===== config.mk =====
export PLATFORM = sky130hd
export DESIGN_NAME = tmte_ctrl
export DESIGN_NICKNAME = d
export VERILOG_FILES = /design/src/rtl/core/tmte_pkg.sv /design/src/rtl/core/tmte_ctrl.sv
export SDC_FILE = /design/constraint.sdc
export NUM_CORES = 1
export LEC_CHECK = 0
export BUFFER_PORTS_ARGS = -buffer_cell sky130_fd_sc_hd__buf_2
export CELL_PAD_IN_SITES_DETAIL_PLACEMENT = 1
export CELL_PAD_IN_SITES_GLOBAL_PLACEMENT = 1
export CORE_UTILIZATION = 38
export CTS_BUF_LIST = sky130_fd_sc_hd__clkbuf_16
export CTS_CLUSTER_SIZE = 40
export DETAILED_ROUTE_END_ITERATION = 12
export GPL_ROUTABILITY_DRIVEN = 0
export PLACE_DENSITY_LB_ADDON = 0.1
export RECOVER_POWER = 50
export REMOVE_ABC_BUFFERS = 1
export SLEW_MARGIN = 0
export SYNTH_ARGS = -nofsm -noshare
export SYNTH_HDL_FRONTEND = slang
export SYNTH_SLANG_ARGS = --single-unit

===== constraint.sdc =====
create_clock -name i_clk -period 4.8 [get_ports i_clk]
set_input_delay 0 -clock i_clk [delete_from_list [all_inputs] [get_ports i_clk]]
set_output_delay 0 -clock i_clk [all_outputs]
set_load 0.05 [all_outputs]

===== src/rtl/core/tmte_pkg.sv =====
// ----------------------------------------------------------------------------
// tmte_pkg
// Shared types and constants of the text mode terminal engine.
// ----------------------------------------------------------------------------
package tmte_pkg;

    localparam int COLUMNS_DEF = 80;
    localparam int ROWS_DEF    = 25;

    localparam int CELL_W      = 16;
    localparam int ATTR_W      = 8;
    localparam int OUT_ROW_W   = 5;
    localparam int OUT_COL_W   = 7;
    localparam int CFG_IDX_W   = 1;
    localparam int CFG_DATA_W  = 16;

    localparam logic [7:0]        NEWLINE_CODE = 8'd10;
    localparam logic [ATTR_W-1:0] ATTR_RESET   = 8'd2;
    localparam logic [CELL_W-1:0] BLANK_RESET  = 16'd544;

    // Register indexes of the configuration port.
    localparam logic [CFG_IDX_W-1:0] CFG_TEXT_ATTR  = 1'b0;
    localparam logic [CFG_IDX_W-1:0] CFG_BLANK_CELL = 1'b1;

    typedef enum logic [2:0] {
        OP_PUT       = 3'd0,
        OP_BACKSPACE = 3'd1,
        OP_CLR_LINE  = 3'd2,
        OP_CLR_ALL   = 3'd3,
        OP_READ      = 3'd4
    } t_op;

    typedef struct packed {
        logic [2:0] op;
        logic [7:0] char_code;
        logic [4:0] read_row;
        logic [6:0] read_col;
    } t_in;

    typedef struct packed {
        logic [OUT_ROW_W-1:0] cursor_row;
        logic [OUT_COL_W-1:0] cursor_col;
        logic [CELL_W-1:0]    cell_value;
    } t_out;

    typedef struct packed {
        logic [ATTR_W-1:0] text_attribute;
        logic [CELL_W-1:0] blank_cell;
    } t_cfg;

endpackage


===== src/rtl/core/tmte_ctrl.sv =====
// ----------------------------------------------------------------------------
// tmte_ctrl
// Cursor state, row rotation and the operation sequencer of the terminal.
// ----------------------------------------------------------------------------
module tmte_ctrl #(
    parameter int COLUMNS = 80,
    parameter int ROWS    = 25,
    parameter int AW      = 11
) (
    input  logic                        i_clk,
    input  logic                        i_rst_n,
    input  logic                        i_start,
    input  tmte_pkg::t_in               i_in,
    input  tmte_pkg::t_cfg              i_cfg,
    output logic                        o_busy,
    output logic                        o_done,
    output tmte_pkg::t_out              o_out,
    output logic                        o_mem_we,
    output logic [AW-1:0]               o_mem_waddr,
    output logic [tmte_pkg::CELL_W-1:0] o_mem_wdata,
    output logic                        o_mem_re,
    output logic [AW-1:0]               o_mem_raddr,
    input  logic [tmte_pkg::CELL_W-1:0] i_mem_rdata
);
    import tmte_pkg::*;

    localparam int RW = $clog2(ROWS);
    localparam int CW = $clog2(COLUMNS + 1);

    localparam logic [RW-1:0] ROW_LAST  = RW'(ROWS - 1);
    localparam logic [CW-1:0] COL_END   = CW'(COLUMNS);
    localparam logic [CW-1:0] COL_LAST  = CW'(COLUMNS - 1);
    localparam logic [AW-1:0] CELL_LAST = AW'(ROWS * COLUMNS - 1);
    localparam logic [AW-1:0] COL_COUNT = AW'(COLUMNS);
    localparam logic [AW-1:0] COL_SPAN  = AW'(COLUMNS - 1);
    localparam logic [RW:0]   ROW_COUNT = (RW + 1)'(ROWS);

    typedef enum logic [2:0] {
        S_INIT,
        S_IDLE,
        S_EXEC,
        S_FILL,
        S_PUT,
        S_BS_RD,
        S_BS_CHK,
        S_RD_WAIT
    } t_state;

    t_state        r_state;
    t_in           r_in;
    logic [RW-1:0] r_row;
    logic [CW-1:0] r_col;
    logic [RW-1:0] r_base;
    logic [AW-1:0] r_faddr;
    logic [AW-1:0] r_flast;
    logic          r_put_after;
    logic          r_done;
    t_out          r_out;

    logic          rd_sel;
    logic          rd_in_range;
    logic [RW-1:0] sel_row;
    logic [CW-1:0] sel_col;
    logic [RW:0]   row_sum;
    logic [RW-1:0] phys_row;
    logic [AW-1:0] row_addr;
    logic [AW-1:0] base_addr;
    logic [AW-1:0] cell_addr;
    logic [RW-1:0] base_inc;
    logic [RW-1:0] bs_row;
    logic [CW-1:0] bs_col;
    logic          origin;
    logic          is_nl;
    logic          plain_put;
    logic          bs_hit;
    logic [CW-1:0] col_inc;
    logic [RW-1:0] row_inc;

    function automatic t_out make_out(input logic [RW-1:0] row, input logic [CW-1:0] col,
                                      input logic [CELL_W-1:0] cell_val);
        t_out res;
        res.cursor_row = OUT_ROW_W'(row);
        res.cursor_col = OUT_COL_W'(col);
        res.cell_value = cell_val;
        return res;
    endfunction

    // Logical row to physical row through the rotation offset, then cell address.
    always_comb begin
        rd_sel      = (r_state == S_EXEC) && (r_in.op == OP_READ);
        rd_in_range = (32'(r_in.read_row) < ROWS) && (32'(r_in.read_col) < COLUMNS);
        sel_row     = rd_sel ? RW'(r_in.read_row) : r_row;
        sel_col     = rd_sel ? CW'(r_in.read_col) : r_col;
        row_sum     = {1'b0, sel_row} + {1'b0, r_base};
        phys_row    = (row_sum >= ROW_COUNT) ? RW'(row_sum - ROW_COUNT) : RW'(row_sum);
        row_addr    = AW'(phys_row) * COL_COUNT;
        base_addr   = AW'(r_base) * COL_COUNT;
        cell_addr   = row_addr + AW'(sel_col);
        base_inc    = (r_base == ROW_LAST) ? '0 : RW'(r_base + 1'b1);
        origin      = (r_row == '0) && (r_col == '0);
        bs_row      = (r_col == '0) ? RW'(r_row - 1'b1) : r_row;
        bs_col      = (r_col == '0) ? COL_LAST : CW'(r_col - 1'b1);
        col_inc     = CW'(r_col + 1'b1);
        row_inc     = RW'(r_row + 1'b1);
        is_nl       = (r_in.char_code == NEWLINE_CODE);
        plain_put   = !is_nl && (r_col != COL_END);
        bs_hit      = (i_mem_rdata != i_cfg.blank_cell) || origin;
    end

    always_comb begin
        o_mem_we    = (r_state == S_INIT) || (r_state == S_FILL) || (r_state == S_PUT)
                   || ((r_state == S_EXEC) && (r_in.op == OP_PUT) && plain_put)
                   || ((r_state == S_BS_CHK) && bs_hit);
        o_mem_waddr = ((r_state == S_INIT) || (r_state == S_FILL)) ? r_faddr : cell_addr;
        if (r_state == S_INIT) begin
            o_mem_wdata = BLANK_RESET;
        end else if ((r_state == S_FILL) || (r_state == S_BS_CHK)) begin
            o_mem_wdata = i_cfg.blank_cell;
        end else begin
            o_mem_wdata = {i_cfg.text_attribute, r_in.char_code};
        end
        o_mem_re    = (rd_sel && rd_in_range) || (r_state == S_BS_RD);
        o_mem_raddr = cell_addr;
    end

    always_ff @(posedge i_clk) begin
        if (!i_rst_n) begin
            r_state     <= S_INIT;
            r_row       <= '0;
            r_col       <= '0;
            r_base      <= '0;
            r_faddr     <= '0;
            r_flast     <= CELL_LAST;
            r_put_after <= 1'b0;
            r_done      <= 1'b0;
        end else begin
            r_done <= 1'b0;
            unique case (r_state)
                S_INIT: begin
                    r_faddr <= AW'(r_faddr + 1'b1);
                    if (r_faddr == CELL_LAST) begin
                        r_state <= S_IDLE;
                    end
                end
                S_IDLE: begin
                    if (i_start) begin
                        r_in    <= i_in;
                        r_state <= S_EXEC;
                    end
                end
                S_EXEC: begin
                    unique case (r_in.op)
                        OP_PUT: begin
                            if (plain_put) begin
                                r_col   <= col_inc;
                                r_done  <= 1'b1;
                                r_out   <= make_out(r_row, col_inc, '0);
                                r_state <= S_IDLE;
                            end else begin
                                r_col       <= '0;
                                r_put_after <= !is_nl;
                                if (r_row == ROW_LAST) begin
                                    // Scroll: rotate rows, blank the old top row.
                                    r_base  <= base_inc;
                                    r_faddr <= base_addr;
                                    r_flast <= base_addr + COL_SPAN;
                                    r_state <= S_FILL;
                                end else if (is_nl) begin
                                    r_row   <= row_inc;
                                    r_done  <= 1'b1;
                                    r_out   <= make_out(row_inc, '0, '0);
                                    r_state <= S_IDLE;
                                end else begin
                                    r_row   <= row_inc;
                                    r_state <= S_PUT;
                                end
                            end
                        end
                        OP_BACKSPACE: begin
                            if (origin) begin
                                r_done  <= 1'b1;
                                r_out   <= make_out(r_row, r_col, '0);
                                r_state <= S_IDLE;
                            end else begin
                                r_row   <= bs_row;
                                r_col   <= bs_col;
                                r_state <= S_BS_RD;
                            end
                        end
                        OP_CLR_LINE: begin
                            r_col       <= '0;
                            r_faddr     <= row_addr;
                            r_flast     <= row_addr + COL_SPAN;
                            r_put_after <= 1'b0;
                            r_state     <= S_FILL;
                        end
                        OP_CLR_ALL: begin
                            r_row       <= '0;
                            r_col       <= '0;
                            r_base      <= '0;
                            r_faddr     <= '0;
                            r_flast     <= CELL_LAST;
                            r_put_after <= 1'b0;
                            r_state     <= S_FILL;
                        end
                        OP_READ: begin
                            if (rd_in_range) begin
                                r_state <= S_RD_WAIT;
                            end else begin
                                r_done  <= 1'b1;
                                r_out   <= make_out(r_row, r_col, '0);
                                r_state <= S_IDLE;
                            end
                        end
                        default: begin
                            r_done  <= 1'b1;
                            r_out   <= make_out(r_row, r_col, '0);
                            r_state <= S_IDLE;
                        end
                    endcase
                end
                S_FILL: begin
                    r_faddr <= AW'(r_faddr + 1'b1);
                    if (r_faddr == r_flast) begin
                        if (r_put_after) begin
                            r_state <= S_PUT;
                        end else begin
                            r_done  <= 1'b1;
                            r_out   <= make_out(r_row, r_col, '0);
                            r_state <= S_IDLE;
                        end
                    end
                end
                S_PUT: begin
                    r_col   <= col_inc;
                    r_done  <= 1'b1;
                    r_out   <= make_out(r_row, col_inc, '0);
                    r_state <= S_IDLE;
                end
                S_BS_RD: begin
                    r_state <= S_BS_CHK;
                end
                S_BS_CHK: begin
                    if (bs_hit) begin
                        r_done  <= 1'b1;
                        r_out   <= make_out(r_row, r_col, '0);
                        r_state <= S_IDLE;
                    end else begin
                        r_row   <= bs_row;
                        r_col   <= bs_col;
                        r_state <= S_BS_RD;
                    end
                end
                S_RD_WAIT: begin
                    r_done  <= 1'b1;
                    r_out   <= make_out(r_row, r_col, i_mem_rdata);
                    r_state <= S_IDLE;
                end
                default: begin
                    r_state <= S_IDLE;
                end
            endcase
        end
    end

    assign o_busy = (r_state != S_IDLE);
    assign o_done = r_done;
    assign o_out  = r_out;

endmodule


==> results of run 1 <==
==> cell families after synthesis <==
| kind of cell | count (synthesis) | synth area share, % |
|---|---|---|
| compound gates | 178 | 17.6 |
| xor+xnor | 56 | 7.54 |
| buf+inv | 63 | 3.98 |
| mux | 38 | 6.34 |
| flops | 91 | 35.8 |
| simple gates | 293 | 21.9 |
| fa+ha+maj | 34 | 6.88 |
==> stage by stage <==
step	utilization [%]	TNS, ns	setup WS [ns]
3_5_place_dp	45.5	-1.40	-0.348
5_1_grt	53.3	-3.92	-0.572
4_1_cts	51.7	-0.639	-0.225
2_1_floorplan	-	-11.98	-1.49
6_report	53.3	-2.17	-0.440
3_3_place_gp	45.5	-0.163	-0.144
==> area by class of cell <==
cell class	count	area, µm²	area share [%]
antenna	1	2.50	0.0282
tap	220	275	3.10
inverter	23	86.3	0.973
clock buffer	9	225	2.54
sequential	91	2340	26.3
clock inverter	7	63.8	0.719
multi-input combinational	599	4360	49.2
timing repair buffer	230	1520	17.2
==> metal layers <==
layer / GRT usage, % / wire (µm)
met3: 3.79 / 874
met1: 31.5 / 10100
met5: 0 / 0
met4: 12.7 / 866
met2: 49.4 / 12500
==> sequential cells by signal, summed over array words and instances (netlist names), 3 cells and up <==
register and cells:
o_out 28, r_base 5, r_col 7, r_faddr 11, r_flast 7, r_in 23, r_row 5, r_state 3
==> Yosys cell counts, types with 3 or more instances <==
master	instances
a211oi_1	4
a21o_1	4
a21oi_1	49
a31oi_1	13
a32oi_1	3
and2_1	19
and3_1	11
buf_2	3
clkbuf_1	32
dfxtp_1	40
edfxtp_1	51
fa_1	3
ha_1	31
inv_1	22
mux2_2	16
mux2i_1	21
nand2_1	73
nand2b_1	15
nand3_1	18
nand4_1	7
nor2_1	100
nor2b_1	6
nor3_1	16
nor4_1	5
o21a_1	6
o21ai_0	45
o21bai_1	4
o221ai_1	5
o22ai_1	8
o311a_1	3
o31ai_1	4
or2_2	4
or3_1	4
xnor2_1	21
xor2_1	35
==> how the worst max path moves through the flow <==
stage	from	endpoint	slack (ns)	depth (start not counted)
5_1_grt	r_in[20]$_DFFE_PP_	o_mem_waddr[10]	-0.57	21
3_5_place_dp	r_state[2]$_SDFFE_PN0P_	o_mem_waddr[10]	-0.35	22
6_report	r_in[20]$_DFFE_PP_	o_mem_waddr[10]	-0.44	21
3_3_place_gp	r_state[2]$_SDFFE_PN0P_	o_mem_waddr[10]	-0.14	22
2_1_floorplan	r_state[1]$_SDFFE_PN0P_	o_mem_waddr[10]	-1.49	20
4_1_cts	r_state[0]$_SDFFE_PN0P_	o_mem_waddr[10]	-0.23	22
==> repair_timing <==
action | in CTS | in global routing
setup buffers | 13 | 7
hold buffers | 39 | 0
hold endpoints to repair | 39 | 0
pin swaps | 31 | 32
endpoints found under the setup margin | 14 | 12
gates resized for setup | 54 | 57
==> report_power, final <==
| part | internal (mW) | switching, mW |
|---|---|---|
| logic | 0.0544 | 0.0476 |
| registers | 0.819 | 0.00319 |
| clock network | 0.400 | 0.327 |
==> flow_summary_export.csv, run 1 <==
group,metric,value,unit
cells_and_area,layout-drive-gt1-share,27.9,%
floorplan,die_y,133,µm
clock_tree,clock_path_buffers,2,
worst_hold_path,hold_end,"r_flast[9]$_SDFFE_PN1P_",
worst_hold_path,worstHoldPathCells,2,
timing,hold_viol_final,0,
place,placed_area,7570,µm²
timing,fin_skew,0.0111,ns
critical_path,crit_path_end_kind,"primary output",
synthesis,synth_area_leaders,"edfxtp_1 (24%), dfxtp_1 (12%), ha_1 (6.0%)",
power,p_per_area,186,nW/µm²
cells_and_area,stdcell_count,1180,
critical_path,crit_path_start_kind,"flip-flop",
critical_path,cp_common_cell,"ha_4",
status,violations,"negative setup slack",
floorplan,boundaryPins,136,
power,design_power_total,1.65,mW
critical_path,critical-path-top-delay-family,"adder cells",
routing,vias_per_cell,5.62,
global_routing,overflow,0,
synthesis,ys.flop_type,"edfxtp_1",
floorplan,initial_core_util,39.1,%
timing,drv_slew,0,
worst_hold_path,hold_class,"in -> reg",
critical_path,reg2reg_from,"r_in[20]$_DFFE_PP_",
cells_and_area,fillerInstances,1953,
global_routing,grt_max_degree,31,
synthesis,ys_types,75,
clock_tree,cts_root_buffer,"clkbuf_16",
timing,fin_ws,-0.440,ns
power,leakage,3.67,nW
place,place_inst,1105,
critical_path,criticalPathCategory,"reg -> out",
global_routing,grt_first_pass_wirelength,37300,µm
power,ir_drop,0.000163,V
routing,drt_iter0_drc,352,
timing,worst_pin_slew,1.24,ns
global_routing,antenna_found_initial,1,
routing,route.vias.total,6635,
critical_path,worstPathMaxFanout,5,
clock_tree,cts_tree,"done",
clock_tree,clk_pin_slew,0.06,ns
clock_tree,clock_latency,0.37,ns
routing,postRouteWirelength,24400,µm
cells_and_area,layout_common_cells,"buf_2 (95), nor2_1 (94), nand2_1 (69)",
critical_path,cp_cell_sequence,"nor2_2 > nand3_2 > mux2_4 > ha_4 > inv_2 > fa_2 > ha_4 > nand2_2 > or2_4 > a41oi_4 > nand2_2 > nand2_4 > xor2_4 > ha_4 > fa_2 > nand3_2 > or2_4 > o22ai_4 > xnor2_2 > mux2_4 > buf_8",
global_routing,grt_use_total,27.3,%
critical_path,reg2reg_depth,23,
timing,period_minus_slack,5.24,ns
critical_path,r2r-end,"r_flast[9]$_SDFFE_PN1P_",
floorplan,core_area,16600,µm²
critical_path,slowest_delay,0.61,ns
synthesis,syn_area,6510,µm²
timing,min_period_over_period,109,%
synthesis,synth_async_sr_flop_share,0,%
critical_path,worst_path_max_delay_cell,"fa_2",
critical_path,rrSetupSlack,-0.18,ns
routing,ant_nets,0,
cells_and_area,stdcell_area,8880,µm²
routing,drcViolationCount,0,
clock_tree,clock_sinks,91,
clock_tree,cts_buffers,9,
place,port_buffers,135,
synthesis,ys_warn_count,0,
timing,grt_setup_unrepaired,"yes",
critical_path,path_buf_inv,2,
cells_and_area,final_common_cell,"buf_2",
routing,avgRoutedWirePerCell,20.7,µm
timing,finalSetupViolCount,12,
synthesis,yosysTopAreaCell,"edfxtp_1",
synthesis,synth_edf_count,51,
cells_and_area,final_net_count,1054,
synthesis,synth_top_area_share,23.5,%
cells_and_area,syn2layout_area_growth,36.4,%
global_routing,grt_pass1_vias,6979,
timing,worst_hold_slack,0.0494,ns
floorplan,row_count,47,
synthesis,syn_area_per_cell,8.64,µm²
worst_hold_path,worstHoldStart,"i_rst_n",
critical_path,required,4.80,ns
routing,firstDrtPassIters,5,
clock_tree,htreeDepth,3,
place,place.detailed.hpwl,16600,µm
floorplan,die_x,133,µm
status,status,"complete, but fails checks",
critical_path,arrival,5.24,ns
synthesis,synthCells,753,
floorplan,dieArea,17700,µm²
synthesis,synth_seq_area_share,35.8,%
timing,relSlewSlack,17.0,%
synthesis,ys_ff_latch,91,
timing,max_freq,0.191,GHz
run,drv_cap,0,
No activity file was read; power rests on OpenSTA's default activity.
==> run 2, diff against run 1 <==
- ABC_AREA: unset -> 1
- CORE_UTILIZATION: 38 -> 37
- PLACE_DENSITY: unset -> 0.86
- PLACE_DENSITY_LB_ADDON: 0.1 -> unset
==> run 2 against run 1 <==
Against the previous run:
- synthesized area is 0.92% higher
- power is 130% higher
- the run still ends with negative setup slack left
- non-clock buffer count is 34 lower
- largest power group is now combinational cells
- clock-buffer cell count stayed put
- sequential share of layout area is 1.3 points higher
- critical path depth is 5 higher
- core utilization is 4.5 points lower
==> flow_summary_export.csv, run 2 <==
group,metric,value,unit
power,p_sw,1.91,mW
status,violations,"negative setup slack",
synthesis,ys_types,58,
synthesis,synth_seq_area_share,35.5,%
cells_and_area,layout-drive-gt1-share,21.3,%
floorplan,die_x,135,µm
power,design_power_total,3.76,mW
cells_and_area,fin_util,48.8,%
power,clkPwrFrac,18.1,%
global_routing,overflow,0,
power,p_comb_share,54.1,%
status,status,"complete, but fails checks",
power,p_int,1.86,mW
synthesis,synth_top_area_share,23.3,%
timing,max_freq,0.207,GHz
synthesis,synth_async_sr_flop_share,0,%
cells_and_area,largest_register_ff_count,28,
cells_and_area,syn2layout_area_growth,28.5,%
global_routing,grt_max_degree,29,
critical_path,crit_path_end_kind,"primary output",
global_routing,grt_use_total,25.0,%
synthesis,syn_area_per_cell,7.54,µm²
worst_hold_path,hold_class,"in -> reg",
power,leakage,3.71,nW
cells_and_area,final_net_count,1157,
clock_tree,htreeDepth,3,
critical_path,arrival,4.83,ns
critical_path,worst_path_max_delay_cell,"fa_2",
clock_tree,cts_root_buffer,"clkbuf_16",
synthesis,ys_warn_count,0,
timing,fin_ws,-0.0342,ns
routing,avgRoutedWirePerCell,17.9,µm
global_routing,grt_pass1_vias,7191,
floorplan,boundaryPins,136,
cells_and_area,diodes,0,
routing,ant_nets,0,
timing,worst_hold_slack,0.0447,ns
synthesis,post-synth-top-count-cell,"nand2_1",
critical_path,slowest_delay,0.62,ns
clock_tree,cts_tree,"done",
floorplan,row_count,48,
synthesis,ys_ff_latch,91,
power,p_per_area,446,nW/µm²
place,place.detailed.hpwl,16100,µm
clock_tree,clock_sinks,91,
routing,drcViolationCount,0,
cells_and_area,final_common_cell,"nand2_1",
synthesis,yosysTopAreaCell,"edfxtp_1",
power,ir_drop,0.000414,V
clock_tree,cts_buffers,9,
routing,drt_iter0_drc,328,
floorplan,core_area,17300,µm²
cells_and_area,layout_common_cells,"nand2_1 (153), inv_1 (105), nor2_1 (96)",
power,p_sw_share,50.7,%
synthesis,synth_area_leaders,"edfxtp_1 (23%), dfxtp_1 (12%), nand2_1 (8.9%)",
timing,drv_slew,0,
floorplan,die_y,135,µm
routing,firstDrtPassIters,5,
synthesis,synth_edf_count,51,
routing,postRouteWirelength,23000,µm
global_routing,antenna_found_initial,0,
critical_path,criticalPathCategory,"reg -> out",
synthesis,syn_area,6570,µm²
global_routing,grt_first_pass_wirelength,35700,µm
clock_tree,clk_pin_slew,0.08,ns
run,drv_cap,0,
routing,vias_per_cell,5.31,
floorplan,dieArea,18300,µm²
critical_path,crit_path_start_kind,"flip-flop",
timing,period_minus_slack,4.83,ns
timing,fin_setup_tns,-0.0441,ns
synthesis,synthCells,871,
clock_tree,clock_latency,0.36,ns
place,port_buffers,135,
timing,hold_viol_final,0,
timing,grt_setup_unrepaired,"yes",
routing,route.vias.total,6838,
critical_path,critical-path-top-delay-family,"adder cells",
timing,worst_pin_slew,1.24,ns
timing,finalSetupViolCount,3,
synthesis,synthTopCellsByCount,"nand2_1 (156), inv_1 (111), nor2_1 (101), o21ai_0 (63), edfxtp_1 (51)",
timing,relSlewSlack,17.3,%
critical_path,worstPathMaxFanout,5,
timing,min_period_over_period,101,%
clock_tree,clock_path_buffers,2,
floorplan,initial_core_util,38.0,%
synthesis,ys.flop_type,"edfxtp_1",
power,pwr-share-seq,27.9,%
timing,fin_skew,0.0146,ns
critical_path,path_buf_inv,5,
critical_path,required,4.80,ns
## run 2: cell count changes after synthesis, moves of 14 or more
cell,previous run,this run
mux2i_1,21,0
clkbuf_1,32,11
nand2b_1,15,0
inv_1,22,111
and2_1,19,2
nand3_1,18,47
mux2_2,16,0
nand2_2,0,14
nand2_1,73,156
o21ai_0,45,63
## run 2: path summary, 6_finish.rpt
| kind | start | end | slack, ns | cells past startpoint |
|---|---|---|---|---|
| worst max-delay path | r_in[21]$_DFFE_PP_ | o_mem_waddr[10] | -0.03 | 26 |
| worst min-delay path | i_mem_rdata[2] | o_out[2]$_DFFE_PP_ | 0.04 | 3 |
| worst max register to register | r_in[21]$_DFFE_PP_ | r_flast[10]$_SDFFE_PN1P_ | 0.08 | 28 |
| worst min register to register | r_flast[8]$_SDFFE_PN1P_ | r_flast[8]$_SDFFE_PN1P_ | 0.49 | 1 |
## run 2: what timing repair did
item | in CTS | in global routing
gates resized for setup | 18 | 48
pin swaps | 3 | 20
endpoints found under the hold margin | 37 | 1
hold buffers | 37 | 1
buffers inserted | 6 | 8
setup endpoints to repair | 10 | 13
## run 2: layout make-up
type / instances / area [µm²]
fill: 2213 / 8860
multi-input combinational: 634 / 3870
sequential: 91 / 2330
timing repair buffer: 196 / 1200
inverter: 125 / 472
tap: 225 / 282
clock buffer: 9 / 225
clock inverter: 7 / 52.6
## run 2: worst register-to-register path, delay by kind of cell (launching register included)
family                   cells  cell delay (ns)
adder cells (fa/ha/maj)      6             1.75
AND/OR/NAND/NOR             12             1.29
XOR/XNOR                     2             0.35
flip-flops                   1             0.40
AO/OA/AOI/OAI                3             0.35
buffers and inverters        5             0.46
## run 2: cells by family after synthesis
logic type	count (synthesis)	share of synthesized area, %
AOI/OAI and AO/OA	168	14.5
buffers and inverters	146	8.78
DFF	91	35.5
and+or+nand+nor	387	28.3
xor gates and xnor gates	45	6.12
adders and majority gates	34	6.82
## run 2: metrics by stage
| stage | std cells | instance area, µm² | worst slack, ns |
|---|---|---|---|
| 3_3_place_gp | 1219 | 7500 | 0.137 |
| 3_5_place_dp | 1219 | 7500 | -0.169 |
| 6_report | 1287 | 8440 | -0.0342 |
| 2_1_floorplan | 850 | 6460 | -0.346 |
| 5_1_grt | 1287 | 8440 | -0.316 |
| 4_1_cts | 1278 | 8240 | 0.00695 |
## run 2: power by group through the flow
stage | Combinational [mW] | Clock [mW] | Sequential [mW]
after floorplan | 1.30 | 0 | 1.17
after global placement | 1.86 | 0 | 1.05
after detailed placement | 1.89 | 0 | 1.06
after CTS | 1.95 | 0.687 | 1.04
after global routing | 2.19 | 0.728 | 1.06
final | 2.03 | 0.680 | 1.05
## run 2: metal layers
layer | up-vias | routed length [µm] | GRT usage (%)
met5 | - | 0 | 0
met4 | 0 | 533 | 10.1
li1 | 3288 | - | -
met1 | 3313 | 9490 | 28.1
met3 | 45 | 964 | 4.04
met2 | 192 | 12000 | 46.6
